===== config.mk =====
export PLATFORM = sky130hd
export DESIGN_NAME = swm_ram
export DESIGN_NICKNAME = d
export VERILOG_FILES = /design/src/hdl/swm_ram.sv
export SDC_FILE = /design/constraint.sdc
export NUM_CORES = 2
export LEC_CHECK = 0
export ABC_AREA = 0
export BUFFER_PORTS_ARGS = -buffer_cell sky130_fd_sc_hd__buf_4
export CAP_MARGIN = 25
export CORE_MARGIN = 5
export CORE_UTILIZATION = 60
export DETAILED_ROUTE_END_ITERATION = 7
export PLACE_DENSITY = 0.82
export SETUP_SLACK_MARGIN = 0.02
export SLEW_MARGIN = 20
export SYNTH_ARGS = -nofsm -noshare
export SYNTH_HDL_FRONTEND = slang
export SYNTH_SLANG_ARGS = --single-unit
export TNS_END_PERCENT = 20

===== constraint.sdc =====
create_clock -name clk_i -period 4.95 [get_ports clk_i]
set_clock_uncertainty 0.2 [all_clocks]
set_input_delay 0.99 -clock clk_i [delete_from_list [all_inputs] [get_ports clk_i]]
set_output_delay 0.99 -clock clk_i [all_outputs]
set_load 0.005 [all_outputs]

===== src/hdl/swm_ram.sv =====
// Generic single-write, single-read RAM with registered read data.
// No dependencies.
module swm_ram #(
  parameter int WIDTH = 32,
  parameter int DEPTH = 64,
  parameter int AW    = (DEPTH > 1) ? $clog2(DEPTH) : 1
) (
  input  logic             clk_i,
  input  logic             we_i,
  input  logic [AW-1:0]    waddr_i,
  input  logic [WIDTH-1:0] wdata_i,
  input  logic             re_i,
  input  logic [AW-1:0]    raddr_i,
  output logic [WIDTH-1:0] rdata_o
);

  logic [WIDTH-1:0] mem_q [DEPTH];
  logic [WIDTH-1:0] rdata_q;

  always_ff @(posedge clk_i) begin
    if (we_i) begin
      mem_q[waddr_i] <= wdata_i;
    end
    if (re_i) begin
      rdata_q <= mem_q[raddr_i];
    end
  end

  assign rdata_o = rdata_q;

endmodule


# Word-level counts from Yosys, hierarchy flattened
# Memory sizes are Yosys's and may differ from the RTL's. A register that Yosys moved wholly into a read port is not among the register bits.
# Index checks and enable logic that the tools add are counted.
[op_classes]
muxes = 2
[op_table]
columns = ["cell", "count"]
rows = [
  ["$mux W1", 2],
]
[totals]
out_inout_bits = 32
mem_count = 1
ff_bits = 0
mem_bits_rw = 2048
[mem_list]
columns = ["memory", "depth", "width", "rd", "rd_clocked_by_memory_dff", "write_ports", "line", "rtl"]
rows = [
  ["mem_q", 64, 32, 1, 1, 1, "17", "logic [WIDTH-1:0] mem_q [DEPTH];"],
]

# Depth between registers and ports, before layout
[depth]
depth_word = 2
mapped_depth = 10

# Least setup slack after synthesis
# Ideal clock, no wire load.
[synth_timing]
path_type = "input to register"
start = "in waddr_i[3]"
end = "mem mem_q[48][0], enable pin"
stages = 4
path_buffers = 1
setup_slack_ns = 0.600
t_arrival_ns = 3.689
cell_sequence = "clkbuf_1 -> nor2b_1 -> nand4b_1 -> nor3_1"
[synth_rtl]
columns = ["item", "line", "rtl"]
rows = [
  ["from (decl)", "10", "input logic [AW-1:0] waddr_i,"],
  ["to (decl)", "17", ""],
]
# Straight into the memory's write port.

==> metrics.md <==
| Metric | Value |
|---|---|
| Initial antenna violation count | `13` |
| Mapped Nets | `3371` |
| Maximum VDD drop | `0.322 mV` |
| Layout cell share with drive strength beyond 1 | `29.8%` |
| Register area share after synthesis | `79.2%` |
| Die Footprint | `139000 µm²` |
| Crit path arrival time | `4.03 ns` |
| Register bit count reported by yosys | `2080` |
| Mapped Cells | `3324` |
| Commonest non-fill, non-tap cell in the layout | `edfxtp_1` |
| Top Metal Used | `met5` |
| # Post-CTS Setup Buffers | `0` |
| Core area | `131000 µm²` |
| Hold buffers post-CTS | `0` |
| Post-Syn Area | `78800 µm²` |
| Fmax | `268 MHz` |
| Via count | `40573` |
| GRT overflow | `0` |
| CTS buffer count | `190` |
| GRT Total Usage | `32.8%` |
| CTS tree | `yes` |
| Clock Sinks | `2080` |
| Tmin final | `3.73 ns` |
| Synthesized area per cell | `23.7 µm²` |
| Vert. Die Dim | `372 µm` |
| Max H-tree Level | `4` |
| Most frequent cells in the layout | `edfxtp_1, mux4_2, buf_4` |
| Multi-input gate area | `16000 µm²` |
| Largest net degree at the start of global routing | `65` |
| Antenna viol nets, final | `0` |
| RSZ-0062 raised after global routing | `false` |
| CTS clk-pin slew, worst paths | `0.06 ns` |
| DRT iter0 DRCs | `7273` |
| Die width | `372 µm` |
| Hold Fails Final Rpt | `0` |
| Max-cap violation count | `0` |
| First-pass GRT wire length | `314 mm` |
| Final cycle utilization of the critical path | `75.3%` |
| DR WL met3 | `31.3 mm` |
| Starting Density | `60.2%` |
| Clock buffer depth | `3` |
| Drt drc | `0` |
| Total Routed Length | `223 mm` |
| Pre-CTS setup slack | `0.525 ns` |
| Fill cells | `7155` |
| RePlAce Congestion | `0.843` |
| Post-synth cell types | `33` |
| Vias in the first global route | `41638` |
| YS warnings | `0` |
| DP HPWL | `115 mm` |
| Register area | `62500 µm²` |
| DR vias/cell | `7.38` |
| Critical path required time | `5.26 ns` |
| Met2 wire length | `110 mm` |
| WS Path Type | `primary input to flop` |
| Worst skew pair latency | `0.83 ns` |
| CTS root buf | `clkbuf_16` |
| Final setup TNS | `0 ns` |
| Io pins | `79` |
| Critical Path End Type | `flop` |
| M1 WL | `68.5 mm` |
| Leakage | `27.7 nW` |
| Worst setup margin | `1.22 ns` |
| Final setup vio count | `0` |
| P&R area growth vs syn | `12.8%` |
| Slew Viols, Final | `0` |
| Port-buffer cells | `78` |
| Fin nets | `3626` |
| Max FO, Critical Path | `54` |
| Pwr Density | `404 nW/µm²` |
| Max-slew headroom | `27.5%` |
| Hold Path Class | `primary input to flop` |
| Wire per inst | `40.6 µm` |
| Worst-margin pin slew | `1.08 ns` |
| Status | `finished, final reports clean` |
| Crit start category | `primary input` |
| PostCTS Resize Cnt | `0` |
| Drt first pass iters | `6` |
| Row cnt | `133` |
-- cell usage after synthesis (all sizes together) --
cell	instances	area, µm²
edfxtp	2080	62500
mux4	544	12300
nor2	137	514
buf	108	608
mux2i	93	931
o22ai	84	526
clkbuf	74	278
a21oi	62	310
o221ai	27	236
nand2	26	97.6
nor2b	15	93.8
a22oi	12	90.1
a311oi	8	70.1
nand2b	8	50.1
nor3	7	35.0
nand3	5	25.0
nand3b	5	37.5
or3b	5	43.8
a41o	4	40.0
and3	4	25.0
o32ai	4	35.0
or2	3	18.8
or3	3	18.8
and2	2	12.5
nand4	2	12.5
a31oi	1	6.26
nand4b	1	8.76
-- metrics by stage --
step	hold slack (ns)	instances	power, W	instance area (µm²)	utilization [%]
5_1_grt	0.442	5494	0.0368	88900	67.9
6_report	0.469	5499	0.0359	88900	67.9
3_3_place_gp	0.740	5140	0.0217	82900	63.3
3_5_place_dp	0.750	5140	0.0217	82900	63.3
2_1_floorplan	0.550	3324	0.0209	78800	-
4_1_cts	0.415	5490	0.0359	88900	67.9
-- power by group --
group / leakage (nW) / switching, W / total (W) / internal, W
sequential: 18.7 / 0.0000823 / 0.0196 / 0.0195
combinational: 6.05 / 0.00118 / 0.00186 / 0.000686
clock: 2.90 / 0.00658 / 0.0144 / 0.00784
-- sequential cells by signal (all words and copies together) (netlist names) --
name     flops
mem_q     2048
rdata_o     32
-- cells by family after synthesis --
group           count (synthesis)  synth area share, %
compound gates                202                 1.67
buf+inv                       182                 1.12
flops                        2080                 79.2
simple gates                  223                 1.26
mux                           637                 16.7
-- layer usage --
metal	vias to the layer above	GRT usage (%)
li1	14817	-
met5	-	0
met4	10	16.6
met2	4133	52.7
met1	20708	42.1
met3	905	8.68
-- cell type report --
type	count	area share, %
flip-flops and latches	2080	70.2
diodes	7	0.0197
clock inverters	114	1.07
clock buffers	236	5.61
well taps	1755	2.47
multi-input cells	1062	18.0
repair buffers	245	2.62
-- critical path, cell delays in order --
cell	delay [ns]
buf_8	0.42
buf_12	0.35
buf_12	0.32
mux4_2	0.37
mux4_2	0.52
o22ai_1	0.76
nor2_1	0.19
-- final timing paths --
path	start	endpoint	slack [ns]	depth (start not counted)
max	raddr_i[1]	rdata_o[22]	1.22	7
min	waddr_i[2]	mem_q[49][7]	0.47	2
max reg2reg	mem_q[31][21]	rdata_o[21]	2.05	4
min reg2reg	mem_q[28][7]	rdata_o[7]	0.78	5
(Power assumes the default switching activity.)
