## src/hdl/swm_pkg.sv

```systemverilog
// Shared types and constants for the sliding window median filter.
// No dependencies; used by swm_cell, sliding_window_median and tb_top.
package swm_pkg;

  localparam int WINDOW_MAX_DEF = 64;        // default deepest window
  localparam int DATA_W         = 32;        // sample width
  localparam int CFG_W          = 7;         // window_size register width
  localparam int WIN_RST        = 3;         // window_size after reset

  // Flipping the sign bit maps signed order onto unsigned order.
  localparam logic [DATA_W-1:0] SIGN_FLIP = {1'b1, {(DATA_W-1){1'b0}}};

  typedef enum logic [1:0] {
    ST_IDLE,
    ST_UPDATE,
    ST_EMIT
  } st_e;

  // Broadcast to every cell of the sorted row.
  typedef struct packed {
    logic              upd;      // load new contents this cycle
    logic              rm;       // drop one copy of rm_key first
    logic [DATA_W-1:0] rm_key;   // oldest sample, offset binary
    logic [DATA_W-1:0] ins_key;  // new sample, offset binary
  } cell_ctl_t;

endpackage

```

## src/hdl/swm_cell.sv

```systemverilog
// One position of the sorted row: holds one key, removes and inserts locally.
// Depends on swm_pkg.
module swm_cell (
  input  logic                     clk_i,
  input  swm_pkg::cell_ctl_t       ctl_i,
  input  logic                     occ_i,          // this position holds a sample
  input  logic                     next_occ_i,     // upper neighbor holds a sample
  input  logic [swm_pkg::DATA_W-1:0] next_val_i,   // upper neighbor key
  input  logic                     prev_rem_occ_i, // lower neighbor occupied after removal
  input  logic [swm_pkg::DATA_W-1:0] prev_rem_i,   // lower neighbor key after removal
  output logic [swm_pkg::DATA_W-1:0] val_o,
  output logic                     rem_occ_o,
  output logic [swm_pkg::DATA_W-1:0] rem_o
);

  logic [swm_pkg::DATA_W-1:0] val_q, val_d;

  // Removal: shift down when the upper neighbor is above the removed key.
  // Of a run of equal keys this drops the last copy.
  always_comb begin
    rem_occ_o = ctl_i.rm ? next_occ_i : occ_i;
    rem_o     = val_q;
    if (ctl_i.rm && next_occ_i && (next_val_i > ctl_i.rm_key)) begin
      rem_o = next_val_i;
    end
  end

  // Insertion: keep if at or below the new key, else shift up or take it.
  always_comb begin
    if (rem_occ_o && (rem_o <= ctl_i.ins_key)) begin
      val_d = rem_o;
    end else if (prev_rem_occ_i && (prev_rem_i > ctl_i.ins_key)) begin
      val_d = prev_rem_i;
    end else begin
      val_d = ctl_i.ins_key;
    end
  end

  always_ff @(posedge clk_i) begin
    if (ctl_i.upd) begin
      val_q <= val_d;
    end
  end

  assign val_o = val_q;

endmodule

```

## config.mk

```make
export PLATFORM = sky130hd
export DESIGN_NAME = swm_cell
export DESIGN_NICKNAME = d
export VERILOG_FILES = /design/src/hdl/swm_pkg.sv /design/src/hdl/swm_cell.sv
export SDC_FILE = /design/constraint.sdc
export NUM_CORES = 1
export LEC_CHECK = 0
export ABC_AREA = 0
export BUFFER_PORTS_ARGS = -buffer_cell sky130_fd_sc_hd__clkbuf_2
export CAP_MARGIN = 20
export CELL_PAD_IN_SITES_DETAIL_PLACEMENT = 2
export CELL_PAD_IN_SITES_GLOBAL_PLACEMENT = 2
export CORE_MARGIN = 5
export CORE_UTILIZATION = 28
export CTS_BUF_LIST = sky130_fd_sc_hd__clkbuf_16
export DETAILED_ROUTE_END_ITERATION = 12
export GPL_ROUTABILITY_DRIVEN = 0
export PLACE_DENSITY = 0.88
export SLEW_MARGIN = 30
export SYNTH_ARGS = -nofsm -noshare
export SYNTH_HDL_FRONTEND = slang
export SYNTH_SLANG_ARGS = --single-unit
```

## constraint.sdc

```tcl
create_clock -name clk_i -period 6.3 [get_ports clk_i]
set_input_delay 1.26 -clock clk_i [delete_from_list [all_inputs] [get_ports clk_i]]
set_output_delay 1.26 -clock clk_i [all_outputs]
set_load 0.02 [all_outputs]
```

======== Yosys cells after proc, flatten, opt, wreduce, memory -nomap -nowiden ========
Index checks and enable logic that the tools add are counted.
storage, ports and cells
  register bits after elaboration ......... 32
  bits of input ports ..................... 134
  word-level logic and storage cells ...... 12
  output and inout port bits .............. 65
operators by class
  reductions and logical operators ........ 4
  $lt $le $gt $ge ......................... 3
  mux-type cells .......................... 4
operators with widths
  operator           count
  $mux 32            3
  $gt 32x32->1       2
  $le 32x32->1       1
  $logic_and 1x1->1  4
  $mux 1             1

======== Longest topological paths before layout ========
Gate-level depths: netlist of the first run.
  word-level depth ........................ 6
  depth in mapped cells ................... 21
  gate-level depth less buffers ........... 17

======== Worst setup path after synthesis of the first run ========
OpenSTA, ideal clock, no wires.
  path type ............................... input port to flip-flop
  start ................................... input port ctl_i[45] in the netlist's numbering
  end ..................................... register val_q (netlist bit val_o[10]), data pin
  arrival ................................. 4.962 ns
  data required time ...................... 6.034 ns
  buffers on the path ..................... 4
  stages .................................. 20
  path slack .............................. 1.072 ns
  setup time .............................. 0.266 ns
  cell sequence ........................... inv_1 ha_1 a21o_1 a21o_1 a22o_1 a211o_1 or3_1 clkbuf_1 buf_2 nand3_1 nand2_1 ha_1 a21oi_1 o21a_1 o2bb2ai_1 or4_1 a22oi_2 buf_6 buf_2 a31oi_1
between the ends
  longest elaborated chain between the ends .. 6
RTL lines
  what                  line            RTL
  start, declared       swm_cell.sv:5   input swm_pkg::cell_ctl_t ctl_i,
  $gt 32x32->1          swm_cell.sv:23  if (ctl_i.rm && next_occ_i && (next_val_i > ctl_i.rm_key)) begin
  $logic_and 1x1->1     swm_cell.sv:23
  $mux 32               swm_cell.sv:23
  net rem_o (one bit)   swm_cell.sv:13  output logic [swm_pkg::DATA_W-1:0] rem_o
  $le 32x32->1          swm_cell.sv:30  if (rem_occ_o && (rem_o <= ctl_i.ins_key)) begin
  $logic_and 1x1->1     swm_cell.sv:30
  $mux 32               swm_cell.sv:30
  net val_d (one bit)   swm_cell.sv:16  logic [swm_pkg::DATA_W-1:0] val_q, val_d;
  end signal, assigned  swm_cell.sv:41  val_q <= val_d;
  end, declared         swm_cell.sv:16
The timed path passes the listed nets, and every way through them passes these cells.
A chain may end at the register's enable or synchronous reset.

======== Worst setup path in the final report of the first run ========
  start ................................... input port next_val_i[30] in the netlist's numbering
  end ..................................... register val_q (netlist bit val_o[31]), data pin
between the ends
  longest elaborated chain between the ends .. 6
RTL lines
  what                 line            RTL
  start, declared      swm_cell.sv:8   input logic [swm_pkg::DATA_W-1:0] next_val_i,
  $gt 32x32->1         swm_cell.sv:23
  $logic_and 1x1->1    swm_cell.sv:23
  $mux 32 *            swm_cell.sv:23
  $le 32x32->1         swm_cell.sv:30
  $logic_and 1x1->1    swm_cell.sv:30
  $mux 32 *            swm_cell.sv:30
  net val_d (one bit)  swm_cell.sv:16
The timed path passes the listed nets; every way through them passes the cells marked *.

==> results of run 1 <==
==> synth_stat cells (3+ instances only) <==
| cell type | number |
|---|---|
| a221oi_2 | 30 |
| a21boi_0 | 3 |
| a31oi_1 | 33 |
| nor3_1 | 4 |
| nand3_1 | 37 |
| o21ai_0 | 32 |
| clkbuf_1 | 8 |
| o211ai_1 | 5 |
| a21oi_1 | 37 |
| ha_1 | 96 |
| nor4_1 | 6 |
| inv_1 | 66 |
| o21ai_1 | 12 |
| buf_6 | 8 |
| nor2_1 | 11 |
| a21o_1 | 6 |
| edfxtp_1 | 32 |
| nand4_1 | 22 |
| nand2_1 | 57 |
| buf_2 | 12 |
| a211oi_1 | 3 |
| and3_1 | 31 |
==> layer usage <==
| layer | up-vias | share of wire (%) | global-route usage [%] |
|---|---|---|---|
| met4 | 4 | 2.6 | 6.263 |
| met2 | 219 | 49 | 39.32 |
| met1 | 2627 | 40 | 25.92 |
| met5 | - | 0.093 | 0 |
| met3 | 32 | 7.5 | 5.123 |
| li1 | 2584 | - | - |
==> kinds of logic after synthesis <==
group / count (synthesis)
muxes: 2
DFF: 32
AOI/OAI and AO/OA: 175
and+or+nand+nor: 177
buffers and inverters: 99
adders and majority gates: 96
==> layout make-up <==
cell class	count	area, µm²	area share [%]
sequential	32	960.9	15.50
clock inverter	2	8.758	0.1413
timing repair buffer	208	1111	17.92
multi-input combinational	450	3465	55.88
clock buffer	5	125.1	2.018
inverter	66	247.7	3.996
tap	225	281.5	4.541
==> final timing paths <==
| kind | cells after the start | from | end | slack (ns) |
|---|---|---|---|---|
| max | 19 | next_val_i[30] | val_o[31]$_DFFE_PP_ | 0.53 |
| min reg2reg | 2 | val_o[0]$_DFFE_PP_ | val_o[0]$_DFFE_PP_ | 0.69 |
| max reg2reg | 11 | val_o[9]$_DFFE_PP_ | val_o[31]$_DFFE_PP_ | 3.21 |
| min | 2 | val_o[0]$_DFFE_PP_ | val_o[0]$_DFFE_PP_ | 0.69 |
==> cell usage in the layout (no fill, tap or decap), types with 3 or more instances in the layout <==
cell / Yosys / layout
o211ai_1: 5 / 5
nand4_1: 22 / 22
nor2_1: 11 / 11
inv_1: 66 / 67
a31oi_1: 33 / 33
edfxtp_1: 32 / 32
a21oi_1: 37 / 37
a21boi_0: 3 / 3
nor3_1: 4 / 4
and3_1: 31 / 31
a211oi_1: 3 / 3
buf_4: 0 / 6
ha_1: 96 / 96
o21ai_1: 12 / 11
nand2_1: 57 / 57
o21ai_0: 32 / 32
nand3_1: 37 / 37
clkbuf_2: 2 / 197
a221oi_2: 30 / 30
a21o_1: 6 / 6
buf_12: 0 / 3
nor4_1: 6 / 5
clkbuf_16: 0 / 5
==> worst max-delay path, cell delays in order <==
cell       delay [ns]
clkbuf_2         0.13
ha_1             0.33
nand4_1          0.19
nor3_1           0.08
a221oi_1         0.29
o211ai_1         0.33
or3_1            0.45
buf_4            0.26
nand3_1          0.23
nand2_1          0.12
ha_1             0.32
a21oi_1          0.17
o21ai_0          0.15
a2111oi_0        0.41
o211ai_1         0.20
a22oi_2          0.28
buf_4            0.38
a221oi_1         0.09
a31oi_1          0.20
==> through the flow <==
stage	hold WS [ns]	setup WS, ns	total power [W]
2_1_floorplan	0.7863	1.072	0.0007185
3_3_place_gp	0.6643	0.3604	0.0009441
3_5_place_dp	0.6820	0.1729	0.0009757
4_1_cts	0.6954	0.4376	0.001229
5_1_grt	0.7373	0.1136	0.001302
6_report	0.6919	0.5284	0.001218
==> power by group through the flow <==
stage	clock network (W)	registers (W)	logic, W
5_1_grt	0.000260	0.000303	0.000739
3_3_place_gp	0	0.000302	0.000642
3_5_place_dp	0	0.000303	0.000673
6_report	0.000245	0.000300	0.000674
4_1_cts	0.000253	0.000300	0.000676
2_1_floorplan	0	0.000335	0.000384
==> what timing repair did <==
item                       4_1_cts  5_1_grt
setup buffers                    0        0
gates resized for setup          0        1
setup endpoints to repair        0        5
==> impl_metrics.toml, run 1 <==
[logic_synthesis]
synthFlopType = "edfxtp_1"
yosysTopAreaCellShare_pct = 24.72
yosys.area_share.simple_pct = 18.34
synth_edf_count = 32
muxShareOfSynthArea_pct = 0.4121
synth_nets = 811
ys_warn_count = 0
synth_cell_types = 43
syn-cell-area_um2 = 4858
yosys_register_bits = 32
synth_fa_ha_area_share_pct = 24.72
synth_area_leaders = "ha_1 25%, edfxtp_1 20%, a221oi_2 9.3%"
post-synth-top-area-cell = "ha_1"
ys_seq_area_share_pct = 19.78
avgSynthCellArea_um2 = 8.362
yosys.area_share.xor_xnor_pct = 0
synth_compound_area_share_pct = 27.27
synthCells = 581
synth_top_family_by_area = "compound AO/OA/AOI/OAI gates"
async_flop_share_pct = 0

[clocking]
ctsHoldBuffers = 0
cts_buffers = 5
worstSkewPairLatency_ns = 0.29
root_buffer = "clkbuf_16"
cts.sinks = 32
htreeDepth = 2
clkTransAtPathRegs_ns = 0.06
clockBufferDepth = 2
cts_tree = "done"

[power_and_ir_drop]
p_sw_w = 0.0005568
p_clk_share_pct = 20.1
comb_power_share_pct = 55.3
p_leak_nw = 3.130
switching_share_pct = 45.70
worst_ir_drop_vdd_uv = 114.8
powerDensity_nw_per_um2 = 196.5
internal_power_w = 0.0006616
seq_power_share_pct = 24.6

[finish]
final_net_count = 993
layout-drive-gt1-share_pct = 32.90
postLayoutCellArea_um2 = 6200
utilization_pct = 36.09
nFillCells = 2017
largest_register_ffs = 32
diodes = 0
layout.cells.non_filler = 988
areaGrowthSynthToFinish_pct = 27.61

[floorplanning]
coreArea_um2 = 17180
num_io_pins = 199
dieArea_um2 = 20090
initial_core_util_pct = 28.29
num_rows = 48
die_y_um = 141.7
die_width_um = 141.7

[timing]
setup_viol = 0
hold_viol = 0
slew_headroom_pct = 38.92
fin_worst_skew_ns = 0.005947
fin_crit_sh_pct = 91.61
finalSetupTns_ns = 0
fin_crit_ns = 5.772
worst_pin_slew_ns = 0.9163
grt_setup_unrepaired = "no"
fmax_mhz = 173.3
maxSlewViolCount = 0

[grt]
grt_overflow = 0
grt_pass1_wl_mm = 34.22
grt_start_max_net_pins = 42
groute.usage.overall_pct = 21.89
antenna_found_initial = 2
grt_pass1_vias = 6203

[outcome]
outcome = "finished, final reports clean"

[min_path]
hp-class = "reg -> reg"

[detailed_routing]
dr_total_vias = 5466
wl_per_cell_um = 22.84
drt_iter0_markers = 267
wl_mm = 22.56
drt_pass1_iterations = 5
vias_per_cell = 5.532
ant_nets = 0
drc = 0

[critical_path]
start_kind = "input pin"
cp-end-kind = "flop"
required_ns = 6.43
cp_max_fo = 33
crit_arrival_ns = 5.90
critPathKind = "in -> reg"

[placement]
placed_cell_area_um2 = 6060
io_buffers = 198
dp.cells = 981
dp_hpwl_mm = 18.60

[run]
cap_violations = 0
Power figures use the tool's default switching activity.
==> run 2: changes to the inputs <==
--- a/config.mk
+++ b/config.mk
@@ -8,14 +8,14 @@
 export ABC_AREA = 0
 export BUFFER_PORTS_ARGS = -buffer_cell sky130_fd_sc_hd__clkbuf_2
 export CAP_MARGIN = 20
-export CELL_PAD_IN_SITES_DETAIL_PLACEMENT = 2
-export CELL_PAD_IN_SITES_GLOBAL_PLACEMENT = 2
 export CORE_MARGIN = 5
-export CORE_UTILIZATION = 28
+export CORE_UTILIZATION = 45
 export CTS_BUF_LIST = sky130_fd_sc_hd__clkbuf_16
+export CTS_CLUSTER_DIAMETER = 50
 export DETAILED_ROUTE_END_ITERATION = 12
 export GPL_ROUTABILITY_DRIVEN = 0
-export PLACE_DENSITY = 0.88
+export MAX_ROUTING_LAYER = met4
+export PLACE_DENSITY = 0.8
 export SLEW_MARGIN = 30
 export SYNTH_ARGS = -nofsm -noshare
 export SYNTH_HDL_FRONTEND = slang
==> run 2 against run 1 <==
Sequential power about the same. Sequential share of layout area rose by 0.29 points. Wire length fell by 24%. Highest routed layer is now met4. Flip-flop and latch count did not move. Clock skew rose by 0.00063 ns.
==> impl_metrics.toml, run 2 (synthesized netlist as in run 1, its figures left out) <==
[finish]
areaGrowthSynthToFinish_pct = 25.24
layout-drive-gt1-share_pct = 32.63
final_net_count = 992
utilization_pct = 56.88
final_common_cell = "clkbuf_2"
final_cell_mix = "198 x clkbuf_2, 96 x ha_1, 68 x inv_1"
largest_register_ffs = 32
diodes = 0

[critical_path]
slowest_stage = "or3_1"
cp-startpoint = "ctl_i[51]"
setup.worst_path.end = "val_o[17]$_DFFE_PP_"
reg2reg_depth = 11
critPathKind = "in -> reg"
crit_arrival_ns = 5.63
timing.rr.start = "val_o[9]$_DFFE_PP_"
cp_max_fo = 33
worst-path-buf-inv = 4
required_ns = 6.41
critPathMaxStageDelay_ns = 0.48
r2r_end = "val_o[17]$_DFFE_PP_"
start_kind = "input pin"
r2r_slack_ns = 3.35
cp_num_cells = 20
path_cells = "clkbuf_2, inv_1, ha_1, a21oi_1, o21ai_1, a221oi_1, o211ai_1, or3_1, buf_12, nand3_1, nand2_1, ha_1, nand4_1, nor3_1, a2111oi_0, o211ai_1, a22oi_2, buf_4, a221oi_2, a31oi_1"
cp_top_family = "compound AO/OA/AOI/OAI gates"
cp-end-kind = "flop"

[detailed_routing]
drt_pass1_iterations = 7
wl_mm = 17.17
ant_nets = 0
drc = 0
vias_per_cell = 5.963
wl_per_cell_um = 19.01
dr_total_vias = 5385
drt_iter0_markers = 447

[grt]
groute.usage.overall_pct = 26.64
grt_start_max_net_pins = 40
grt_pass1_vias = 5347
antenna_found_initial = 0
grt_pass1_wl_mm = 26.79
grt_overflow = 0

[outcome]
outcome = "finished, final reports clean"

[clocking]
clockBufferDepth = 2
ctsHoldBuffers = 0
htreeDepth = 2
post_cts_buffers = 0
cts.sinks = 32
worstSkewPairLatency_ns = 0.28
cts_buffers = 5
cts_resized = 0
clkTransAtPathRegs_ns = 0.06
cts_tree = "done"
root_buffer = "clkbuf_16"

[floorplanning]
dieArea_um2 = 12970
die_y_um = 113.9
num_io_pins = 199
initial_core_util_pct = 45.42
coreArea_um2 = 10700
die_width_um = 113.9
num_rows = 38

[timing]
worst_pin_slew_ns = 0.8266
fmax_mhz = 181.2
grt_setup_unrepaired = "no"
maxSlewViolCount = 0
fin_crit_ns = 5.518
fin_crit_sh_pct = 87.59
fin_worst_skew_ns = 0.006579
finalSetupTns_ns = 0
setup_viol = 0
hold_viol = 0
slew_headroom_pct = 44.63

[placement]
dp_hpwl_mm = 13.68
io_buffers = 198

[power_and_ir_drop]
worst_ir_drop_vdd_uv = 99.04
comb_power_share_pct = 54.4
p_leak_nw = 3.130
internal_power_w = 0.0006571
p_sw_w = 0.0005139
p_clk_share_pct = 20.3
switching_share_pct = 43.89
powerDensity_nw_per_um2 = 192.5
seq_power_share_pct = 25.4

[min_path]
min_path_cells = 2
hp-class = "reg -> reg"

[run]
cap_violations = 0
run 2: changes by cell type in the layout (fill, tap and decap cells not counted), sizes merged:
cell    previous run  this run
buf               11         9
inv               67        68
clkbuf           202       203
run 2: how the worst min path moves through the flow:
stage | start | to | slack, ns
6_report | val_o[2]$_DFFE_PP_ | val_o[2]$_DFFE_PP_ | 0.69
4_1_cts | val_o[2]$_DFFE_PP_ | val_o[2]$_DFFE_PP_ | 0.69
3_5_place_dp | val_o[2]$_DFFE_PP_ | val_o[2]$_DFFE_PP_ | 0.68
2_1_floorplan | val_o[0]$_DFFE_PP_ | val_o[0]$_DFFE_PP_ | 0.79
5_1_grt | val_o[0]$_DFFE_PP_ | val_o[0]$_DFFE_PP_ | 0.74
3_3_place_gp | val_o[2]$_DFFE_PP_ | val_o[2]$_DFFE_PP_ | 0.67
run 2: per-layer routing:
layer  wire length [µm]  GRT usage (%)  vias up
li1                   -              -     2588
met1               6973          34.10     2436
met2               7794          41.85      326
met3               1781          5.305       35
met4                619          9.739        0
met5                  0              -        -
run 2: power groups by stage:
stage	Combinational, W	Sequential [W]	Clock, W
after CTS	0.000631	0.000297	0.000241
after detailed placement	0.000629	0.000300	0
after floorplan	0.000384	0.000335	0
final	0.000637	0.000297	0.000237
after global routing	0.000702	0.000300	0.000247
after global placement	0.000617	0.000301	0
run 2: area by class of cell:
| class | instances | area, µm² |
|---|---|---|
| Fill cell | 1029 | 4613 |
| Tap cell | 140 | 175.2 |
| Multi-Input combinational cell | 450 | 3461 |
| Clock inverter | 3 | 11.26 |
| Timing Repair Buffer | 207 | 1104 |
| Clock buffer | 5 | 125.1 |
| Inverter | 66 | 247.7 |
| Sequential cell | 32 | 960.9 |
run 2: worst reg2reg max path: cells and delay by family (launching register included):
| family | cells | cell delay, ns |
|---|---|---|
| buf+inv | 1 | 0.38 |
| flops | 1 | 0.40 |
| fa+ha+maj | 1 | 0.31 |
| compound gates | 4 | 0.59 |
| simple gates | 5 | 1.10 |
run 2: through the flow:
step                hold WS [ns]  instance area, µm²  setup slack [ns]  std cells  power [W]
global route              0.7449                6085            0.3779        903   0.001248
finish                    0.6908                6085            0.7820        903   0.001171
global placement          0.6680                5916            0.5616        894  0.0009176
detailed placement        0.6774                5916            0.4972        894  0.0009290
CTS                       0.6910                6052            0.7760        902   0.001169
floorplan                 0.7863                4858             1.072        581  0.0007185
